## src/rtl/srlt_pkg.sv

```systemverilog
`timescale 1ns / 1ps
`default_nettype none
// ----------------------------------------------------------------------------
// srlt_pkg
// Types and codes shared by the square region lock table modules.
// ----------------------------------------------------------------------------
package srlt_pkg;

  typedef enum logic [1:0] {
    OP_QUERY   = 2'd0,
    OP_ACQUIRE = 2'd1,
    OP_RELEASE = 2'd2
  } op_t;

  typedef enum logic [2:0] {
    ST_OK        = 3'd0,
    ST_CONFLICT  = 3'd1,
    ST_FULL      = 3'd2,
    ST_NOT_FOUND = 3'd3,
    ST_RADIUS    = 3'd4
  } status_t;

  typedef struct packed {
    logic [1:0]         op;
    logic signed [31:0] center_x;
    logic signed [31:0] center_z;
    logic signed [7:0]  radius;
  } in_word_t;

  typedef struct packed {
    logic [2:0] status;
    logic [3:0] slot;
    logic [4:0] held_count;
  } out_word_t;

  // One stored area.
  typedef struct packed {
    logic [31:0] x;
    logic [31:0] z;
    logic [6:0]  r;
  } entry_t;

  // Tag that travels with one slot read through the compare pipeline.
  typedef struct packed {
    logic act;
    logic ent_valid;
    logic last;
  } scan_tag_t;

  // Outcome of one slot compare.
  typedef struct packed {
    logic valid;
    logic last;
    logic clash;
    logic match;
  } scan_res_t;

endpackage
`default_nettype wire

```

## src/rtl/srlt_entry_mem.sv

```systemverilog
`timescale 1ns / 1ps
`default_nettype none
// ----------------------------------------------------------------------------
// srlt_entry_mem
// Single-port-write, single-read entry store with registered read data.
// ----------------------------------------------------------------------------
module srlt_entry_mem #(
  parameter int SLOTS = 16,
  parameter int IW    = 4
) (
  input  wire logic            clk,
  input  wire logic            wr_en,
  input  wire logic [IW-1:0]   wr_addr,
  input  wire srlt_pkg::entry_t wr_data,
  input  wire logic            rd_en,
  input  wire logic [IW-1:0]   rd_addr,
  output srlt_pkg::entry_t     rd_data
);

  srlt_pkg::entry_t mem [SLOTS];

  always_ff @(posedge clk) begin
    if (wr_en) begin
      mem[wr_addr] <= wr_data;
    end
  end

  always_ff @(posedge clk) begin
    if (rd_en) begin
      rd_data <= mem[rd_addr];
    end
  end

endmodule
`default_nettype wire

```

## src/rtl/srlt_cmp.sv

```systemverilog
`timescale 1ns / 1ps
`default_nettype none
// ----------------------------------------------------------------------------
// srlt_cmp
// Overlap and exact-match comparator for one table slot per cycle.
// ----------------------------------------------------------------------------
module srlt_cmp #(
  parameter int IW = 4
) (
  input  wire logic              clk,
  input  wire logic              rst,
  input  wire logic [31:0]       req_x,
  input  wire logic [31:0]       req_z,
  input  wire logic [6:0]        req_r,
  input  wire srlt_pkg::scan_tag_t issue_tag,
  input  wire logic [IW-1:0]     issue_idx,
  input  wire srlt_pkg::entry_t  rd_data,
  output srlt_pkg::scan_res_t    res,
  output logic [IW-1:0]          res_idx
);

  srlt_pkg::scan_tag_t tag1;
  srlt_pkg::scan_tag_t tag2;
  logic [IW-1:0]       idx1;
  logic [IW-1:0]       idx2;
  logic signed [32:0]  dx;
  logic signed [32:0]  dz;
  logic [7:0]          lim;
  logic                same;
  logic [32:0]         mag_x;
  logic [32:0]         mag_z;

  // Stage 1 follows the memory read; stage 2 holds the exact differences.
  always_ff @(posedge clk) begin
    if (rst) begin
      tag1 <= '0;
      tag2 <= '0;
    end else begin
      tag1 <= issue_tag;
      tag2 <= tag1;
    end
  end

  always_ff @(posedge clk) begin
    idx1 <= issue_idx;
    idx2 <= idx1;
    dx   <= $signed({req_x[31], req_x}) - $signed({rd_data.x[31], rd_data.x});
    dz   <= $signed({req_z[31], req_z}) - $signed({rd_data.z[31], rd_data.z});
    lim  <= {1'b0, req_r} + {1'b0, rd_data.r};
    same <= (rd_data.x == req_x) && (rd_data.z == req_z) && (rd_data.r == req_r);
  end

  // Differences never reach -2^32, so the magnitude fits in 33 bits.
  assign mag_x = dx[32] ? 33'(-dx) : 33'(dx);
  assign mag_z = dz[32] ? 33'(-dz) : 33'(dz);

  always_comb begin
    res.valid = tag2.act;
    res.last  = tag2.act && tag2.last;
    res.clash = tag2.act && tag2.ent_valid && (mag_x <= 33'(lim)) && (mag_z <= 33'(lim));
    res.match = tag2.act && tag2.ent_valid && same;
  end

  assign res_idx = idx2;

endmodule
`default_nettype wire

```

## src/rtl/square_region_lock_table.sv

```systemverilog
`timescale 1ns / 1ps
`default_nettype none
// Each request scans every slot before its result is valid; an oversize radius
// skips the scan. The slot scan reads one table entry per cycle through a single
// memory port, and a new request is only taken once the previous one has finished.
// A new request is taken while the previous result still waits in the output.
// Reset clears all valid bits and the held count at once; entry storage is
// not cleared and is only read behind a valid bit.
// ----------------------------------------------------------------------------
// square_region_lock_table
// Lock table for square grid areas: query, acquire and release with a
// sequential scan of the entry memory.
// ----------------------------------------------------------------------------
module square_region_lock_table #(
  parameter int SLOTS      = 16,
  parameter int MAX_RADIUS = 127
) (
  input  wire logic               clk,
  input  wire logic               rst,
  input  wire logic               in_valid,
  output logic                    in_ready,
  input  wire srlt_pkg::in_word_t in_data,
  output logic                    out_valid,
  input  wire logic               out_ready,
  output srlt_pkg::out_word_t     out_data
);

  localparam int IW = (SLOTS > 1) ? $clog2(SLOTS) : 1;
  localparam int CW = $clog2(SLOTS + 1);
  localparam logic [6:0]    MAX_R  = 7'(MAX_RADIUS);
  localparam logic [CW-1:0] LAST_I = CW'(SLOTS - 1);
  localparam logic [CW-1:0] NSLOTS = CW'(SLOTS);

  typedef enum logic [3:0] {
    S_IDLE   = 4'b0001,
    S_SCAN   = 4'b0010,
    S_FINISH = 4'b0100,
    S_ERR    = 4'b1000
  } state_t;

  state_t          state;
  logic [1:0]      req_op;
  logic [31:0]     req_x;
  logic [31:0]     req_z;
  logic [6:0]      req_r;
  logic [6:0]      r_clamped;
  logic [SLOTS-1:0] valid_bits;
  logic [CW-1:0]   held_total;
  logic [CW-1:0]   held_next;
  logic [CW-1:0]   issue_cnt;
  logic            issuing;
  logic            clash_found;
  logic [IW-1:0]   clash_idx;
  logic            match_found;
  logic [IW-1:0]   match_idx;
  logic            free_found;
  logic [IW-1:0]   free_idx;
  logic            out_free;
  logic            mem_wr;
  logic [2:0]      status_next;
  logic [IW-1:0]   slot_next;

  srlt_pkg::entry_t    wr_data;
  srlt_pkg::entry_t    rd_data;
  srlt_pkg::scan_tag_t issue_tag;
  srlt_pkg::scan_res_t res;
  logic [IW-1:0]       res_idx;

  assign in_ready  = (state == S_IDLE);
  assign r_clamped = in_data.radius[7] ? 7'd0 : in_data.radius[6:0];
  assign issuing   = (state == S_SCAN) && (issue_cnt != NSLOTS);
  assign out_free  = !out_valid || out_ready;

  assign issue_tag.act       = issuing;
  assign issue_tag.ent_valid = valid_bits[issue_cnt[IW-1:0]];
  assign issue_tag.last      = (issue_cnt == LAST_I);

  assign wr_data.x = req_x;
  assign wr_data.z = req_z;
  assign wr_data.r = req_r;

  srlt_entry_mem #(.SLOTS(SLOTS), .IW(IW)) u_mem (
    .clk     (clk),
    .wr_en   (mem_wr),
    .wr_addr (free_idx),
    .wr_data (wr_data),
    .rd_en   (issuing),
    .rd_addr (issue_cnt[IW-1:0]),
    .rd_data (rd_data)
  );

  srlt_cmp #(.IW(IW)) u_cmp (
    .clk       (clk),
    .rst       (rst),
    .req_x     (req_x),
    .req_z     (req_z),
    .req_r     (req_r),
    .issue_tag (issue_tag),
    .issue_idx (issue_cnt[IW-1:0]),
    .rd_data   (rd_data),
    .res       (res),
    .res_idx   (res_idx)
  );

  // Outcome of the finished scan; any other state gives the radius error status.
  always_comb begin
    status_next = srlt_pkg::ST_OK;
    slot_next   = '0;
    held_next   = held_total;
    mem_wr      = 1'b0;
    if (state == S_FINISH) begin
      if (req_op == srlt_pkg::OP_RELEASE) begin
        if (match_found) begin
          slot_next = match_idx;
          held_next = held_total - CW'(1);
        end else begin
          status_next = srlt_pkg::ST_NOT_FOUND;
        end
      end else if (clash_found) begin
        status_next = srlt_pkg::ST_CONFLICT;
        slot_next   = clash_idx;
      end else if (req_op == srlt_pkg::OP_ACQUIRE) begin
        if (free_found) begin
          slot_next = free_idx;
          held_next = held_total + CW'(1);
          mem_wr    = out_free;
        end else begin
          status_next = srlt_pkg::ST_FULL;
        end
      end
    end else begin
      status_next = srlt_pkg::ST_RADIUS;
    end
  end

  always_ff @(posedge clk) begin
    if (rst) begin
      state      <= S_IDLE;
      valid_bits <= '0;
      held_total <= '0;
      out_valid  <= 1'b0;
      issue_cnt  <= '0;
    end else begin
      // A new word loads the output as soon as the old one leaves.
      out_valid <= ((state == S_FINISH || state == S_ERR) && out_free) ||
                   (out_valid && !out_ready);
      unique case (state)
        S_IDLE: begin
          if (in_valid) begin
            issue_cnt <= '0;
            state     <= (r_clamped > MAX_R) ? S_ERR : S_SCAN;
          end
        end
        S_SCAN: begin
          if (issuing) begin
            issue_cnt <= issue_cnt + CW'(1);
          end
          if (res.last) begin
            state <= S_FINISH;
          end
        end
        S_FINISH, S_ERR: begin
          if (out_free) begin
            held_total <= held_next;
            state      <= S_IDLE;
            if (state == S_FINISH && status_next == srlt_pkg::ST_OK) begin
              if (req_op == srlt_pkg::OP_RELEASE) begin
                valid_bits[match_idx] <= 1'b0;
              end else if (req_op == srlt_pkg::OP_ACQUIRE) begin
                valid_bits[free_idx] <= 1'b1;
              end
            end
          end
        end
        default: begin
          state <= S_IDLE;
        end
      endcase
    end
  end

  // Request capture, scan bookkeeping and the output word.
  always_ff @(posedge clk) begin
    if (state == S_IDLE && in_valid) begin
      req_op      <= in_data.op;
      req_x       <= in_data.center_x;
      req_z       <= in_data.center_z;
      req_r       <= r_clamped;
      clash_found <= 1'b0;
      match_found <= 1'b0;
      free_found  <= 1'b0;
    end
    if (issuing && !issue_tag.ent_valid && !free_found) begin
      free_found <= 1'b1;
      free_idx   <= issue_cnt[IW-1:0];
    end
    if (res.clash && !clash_found) begin
      clash_found <= 1'b1;
      clash_idx   <= res_idx;
    end
    if (res.match && !match_found) begin
      match_found <= 1'b1;
      match_idx   <= res_idx;
    end
    if ((state == S_FINISH || state == S_ERR) && out_free) begin
      out_data.status     <= status_next;
      out_data.slot       <= 4'(slot_next);
      out_data.held_count <= 5'(held_next);
    end
  end

  a_count_matches_bits: assert property (@(posedge clk) disable iff (rst)
    $countones(valid_bits) == held_total)
    else $error("held count differs from number of valid slots");

  a_count_bounded: assert property (@(posedge clk) disable iff (rst)
    held_total <= NSLOTS)
    else $error("held count exceeds table size");

  a_count_changes_at_finish: assert property (@(posedge clk) disable iff (rst)
    !$stable(held_total) |-> $past(state == S_FINISH))
    else $error("held count changed outside a finishing request");

  a_results_only_in_scan: assert property (@(posedge clk) disable iff (rst)
    res.valid |-> state == S_SCAN)
    else $error("compare result outside a scan");

endmodule
`default_nettype wire

```

## config.mk

```make
export PLATFORM = sky130hd
export DESIGN_NAME = square_region_lock_table
export DESIGN_NICKNAME = d
export VERILOG_FILES = /design/src/rtl/srlt_pkg.sv /design/src/rtl/srlt_entry_mem.sv /design/src/rtl/srlt_cmp.sv /design/src/rtl/square_region_lock_table.sv
export SDC_FILE = /design/constraint.sdc
export NUM_CORES = 2
export LEC_CHECK = 0
export ABC_AREA = 1
export BUFFER_PORTS_ARGS = -buffer_cell sky130_fd_sc_hd__buf_2
export CAP_MARGIN = 5
export CORE_MARGIN = 5
export CORE_UTILIZATION = 63
export CTS_CLUSTER_SIZE = 40
export DETAILED_ROUTE_END_ITERATION = 10
export PLACE_DENSITY_LB_ADDON = 0.2
export SYNTH_ARGS = -nofsm -noshare
export SYNTH_HDL_FRONTEND = slang
export SYNTH_SLANG_ARGS = --single-unit
```

## constraint.sdc

```tcl
create_clock -name clk -period 8.9 [get_ports clk]
set_input_delay 2.225 -clock clk [delete_from_list [all_inputs] [get_ports clk]]
set_output_delay 2.225 -clock clk [all_outputs]
set_load 0.05 [all_outputs]
```

==> reports/summary.txt <==
Worst skew pair latency: 0.76 ns
Req. time, crit path: 9.27 ns
Synth Flop Type: edfxtp_1
Setup bufs post-CTS: 0
Layout area overhead: 10.58%
Mapped Area: 0.05887 sq mm
Critical Path Sink: u_mem.mem[6][18]
Critical Path Sink Type: flip-flop
RR Endpoint: issue_cnt[3]
Gate Count Post-Synth: 4,953
I/O Buffers: 91
Worst clock skew: 0.03363 ns
All-Layer GR Usage: 0.3061
Synthesized Nets: 5,130
EDFF count, synth: 1,304
Sequential cell area fraction in the yosys report: 0.7070
# DRC: 0
Worst Setup SP: out_ready
Synth Register Bits: 1,427
Hold Buf Count CTS: 0
DIE WIDTH: 315.7 um
Routed WL: 153,700 um
Hold Vio Cnt, Final: 0
Root Driver: clkbuf_16
Routed vias/inst: 6.197
Max Clk Rate: 245.1 MHz
Max-cap violations: 0
RSZ-0062 raised after global routing: false
Core ar.: 0.09305 sq mm
Post-route non-filler standard cell count: 6,381
Slowest stage delay, CP: 0.78 ns
GPL Wtd Cong: 0.9805
Final setup TNS: 0 ns
Syn Area/Cell: 11.89 sq um
Max Root-Sink Buffers: 3
Leak: 22.95 nW
Total number of vias: 39,541
Cts bufs inserted: 140
FF-to-FF path depth: 10
First-pass GRT wire length: 229,800 um
Worst setup path class: in -> reg
FP Rows: 112
Worst vdd ir: 260.7 uV
Number of antenna violations at the first check in global routing: 2
Gr ovfl total: 0
Die height: 315.7 um
Status: complete, no violations
Clk sink count: 1,427
Post-synth cell types: 55
Crit share post-route: 0.4583
Yosys warns: 0
Final worst slack: 4.821 ns
Initial Util: 0.6326
Ports: 92
Iter 0 DRT Violations: 4,894
Critical Path Most Common Cell: buf_4
Inst Count DP: 6,129
DR WL/cell: 24.08 um
Tmin final: 4.079 ns
Setup Viol. Count Final: 0
Pre-CTS WS: 4.098 ns
Slew Viols, Final: 0
DP HPWL: 88,780 um
Max H-tree Level: 4
Worst path slowest cell: nor3_2
Vias in the first global route: 37,906
Crit path DAT: 4.45 ns
Min-Delay Path Depth: 0
Share of cells above drive strength 1: 0.08724
Worst Path Max Fanout: 34
Slew @ Worst Pin: 1.216 ns
Largest net degree at the start of global routing: 182
CTS tree: yes
Hold Crit Class: reg -> reg
FF-to-FF Start: issue_cnt[1]
Remaining antenna violation count: 0
Post-CTS resize count: 0
# nets final: 5,194
Total chip power: 20.29 mW
DRT Pass-1 Iters: 6
Relative slew margins: 0.1892
FF-to-FF setup slack: 5.23 ns
Power per cell area: 311.6 mW/mm^2
Die area: 0.09965 sq mm
Async set-reset flop share out of synthesis: 0
Worst-path clk slew: 0.06 ns
Worst setup SP type: primary input
CP Cell Sequence: buf_2 -> nor2_1 -> inv_1 -> nand3_1 -> buf_4 -> nor3_2 -> buf_4 -> buf_4
==> per-layer routing <==
layer | up-vias | global-route usage | share of wire
li1 | 17908 | - | -
met1 | 19173 | 0.4239 | 0.39
met2 | 2148 | 0.4984 | 0.48
met3 | 312 | 0.05519 | 0.098
met4 | 0 | 0.1074 | 0.034
met5 | - | 0 | 0
==> worst min-delay path by stage <==
stage,startpoint,end
CTS,u_cmp.idx1[3],u_cmp.res_idx[3]
floorplan,u_cmp.idx1[0],u_cmp.res_idx[0]
finish,u_cmp.idx1[3],u_cmp.res_idx[3]
global route,u_cmp.idx1[3],u_cmp.res_idx[3]
global placement,u_cmp.idx1[0],u_cmp.res_idx[0]
detailed placement,u_cmp.idx1[0],u_cmp.res_idx[0]
==> Yosys cell counts, types with 13 or more instances <==
cell      instances  share of area
inv_1           264          0.017
dfxtp_1         123          0.042
a21oi_1         102         0.0087
nand3_1          98         0.0083
nand4_1         102          0.011
nor3_1           40         0.0034
o21ai_0         643          0.055
o21bai_1         13         0.0017
o22ai_1         288          0.031
clkbuf_1        194          0.012
edfxtp_1       1304           0.67
nor2_1          780          0.050
xnor2_1          26         0.0039
nand2_1         619          0.039
o21ai_1          15         0.0013
xor2_1           63         0.0094
buf_1            22         0.0014
ha_1             96          0.020
inv_2            17         0.0011
buf_2            21         0.0018
==> registers in the layout, indices dropped and copies added (netlist names), 7 cells and up <==
name	count
req_r	7
u_mem.rd_data	71
u_cmp.dx	33
u_cmp.dz	33
u_mem.mem	1136
u_cmp.lim	8
valid_bits	16
req_x	32
out_data	12
req_z	32
==> report_power, final <==
group | total (mW) | switching, mW | internal [mW] | leakage (nW)
combinational | 4.84 | 3.33 | 1.50 | 7.97
clock | 5.73 | 2.47 | 3.26 | 2.18
sequential | 9.72 | 1.07 | 8.65 | 12.8
==> layout make-up <==
cell class,instances,area (sq um)
inverters,282,1076
clock inverters,67,648.1
repair buffers,161,1006
fillers,6570,27950
well taps,1254,1569
multi-input cells,3005,15370
clock buffers,182,3794
flip-flops and latches,1427,41630
diodes,3,7.507
==> cells in the final DEF, fill, tap and decap left out, types with 5 or more instances in the layout <==
cell type	n
clkinv_1	22
a21o_1	11
xnor2_1	26
a21oi_2	6
edfxtp_1	1304
o21a_1	6
nor3_1	24
inv_2	15
buf_2	91
o21ai_1	15
clkbuf_8	9
xor2_1	63
nand4_1	102
o21bai_1	13
clkinv_2	22
inv_1	263
bufinv_16	8
inv_6	6
o211ai_1	5
clkbuf_16	142
a21oi_1	102
nor3_2	19
buf_4	68
nand2_2	8
dfxtp_1	121
nor2_4	11
nand3_1	98
clkbuf_1	31
o22ai_1	288
clkinv_8	5
a31oi_1	10
nor2_2	10
nand2_1	619
nor4_1	11
nor2_1	777
o21ai_0	643
ha_1	96
o21ai_2	5
==> metrics by stage <==
step / util / cell area, sq um / hold slack [ns]
2_1_floorplan: - / 58870 / 0.3096
3_3_place_gp: 0.6518 / 60650 / 0.3104
3_5_place_dp: 0.6518 / 60650 / 0.3143
4_1_cts: 0.6995 / 65090 / 0.3284
5_1_grt: 0.6995 / 65090 / 0.3289
6_report: 0.6996 / 65100 / 0.3283
==> kinds of logic (layout without fill, tap and decap cells) <==
group	Yosys count	after routing	share of synthesized area
AND/OR/NAND/NOR	1690	1690	0.1184
flip-flops	1427	1427	0.7070
AO/OA/AOI/OAI	1126	1126	0.1058
buffers and inverters	521	692	0.03386
adder cells (fa/ha/maj)	99	99	0.02142
XOR/XNOR	90	90	0.01352
other	0	3	0
==> worst max-delay path: cells and delay by family <==
family / cells / cell delay (ns)
buffers and inverters: 5 / 1.27
and+or+nand+nor: 3 / 0.91
(Power assumes the default switching activity.)
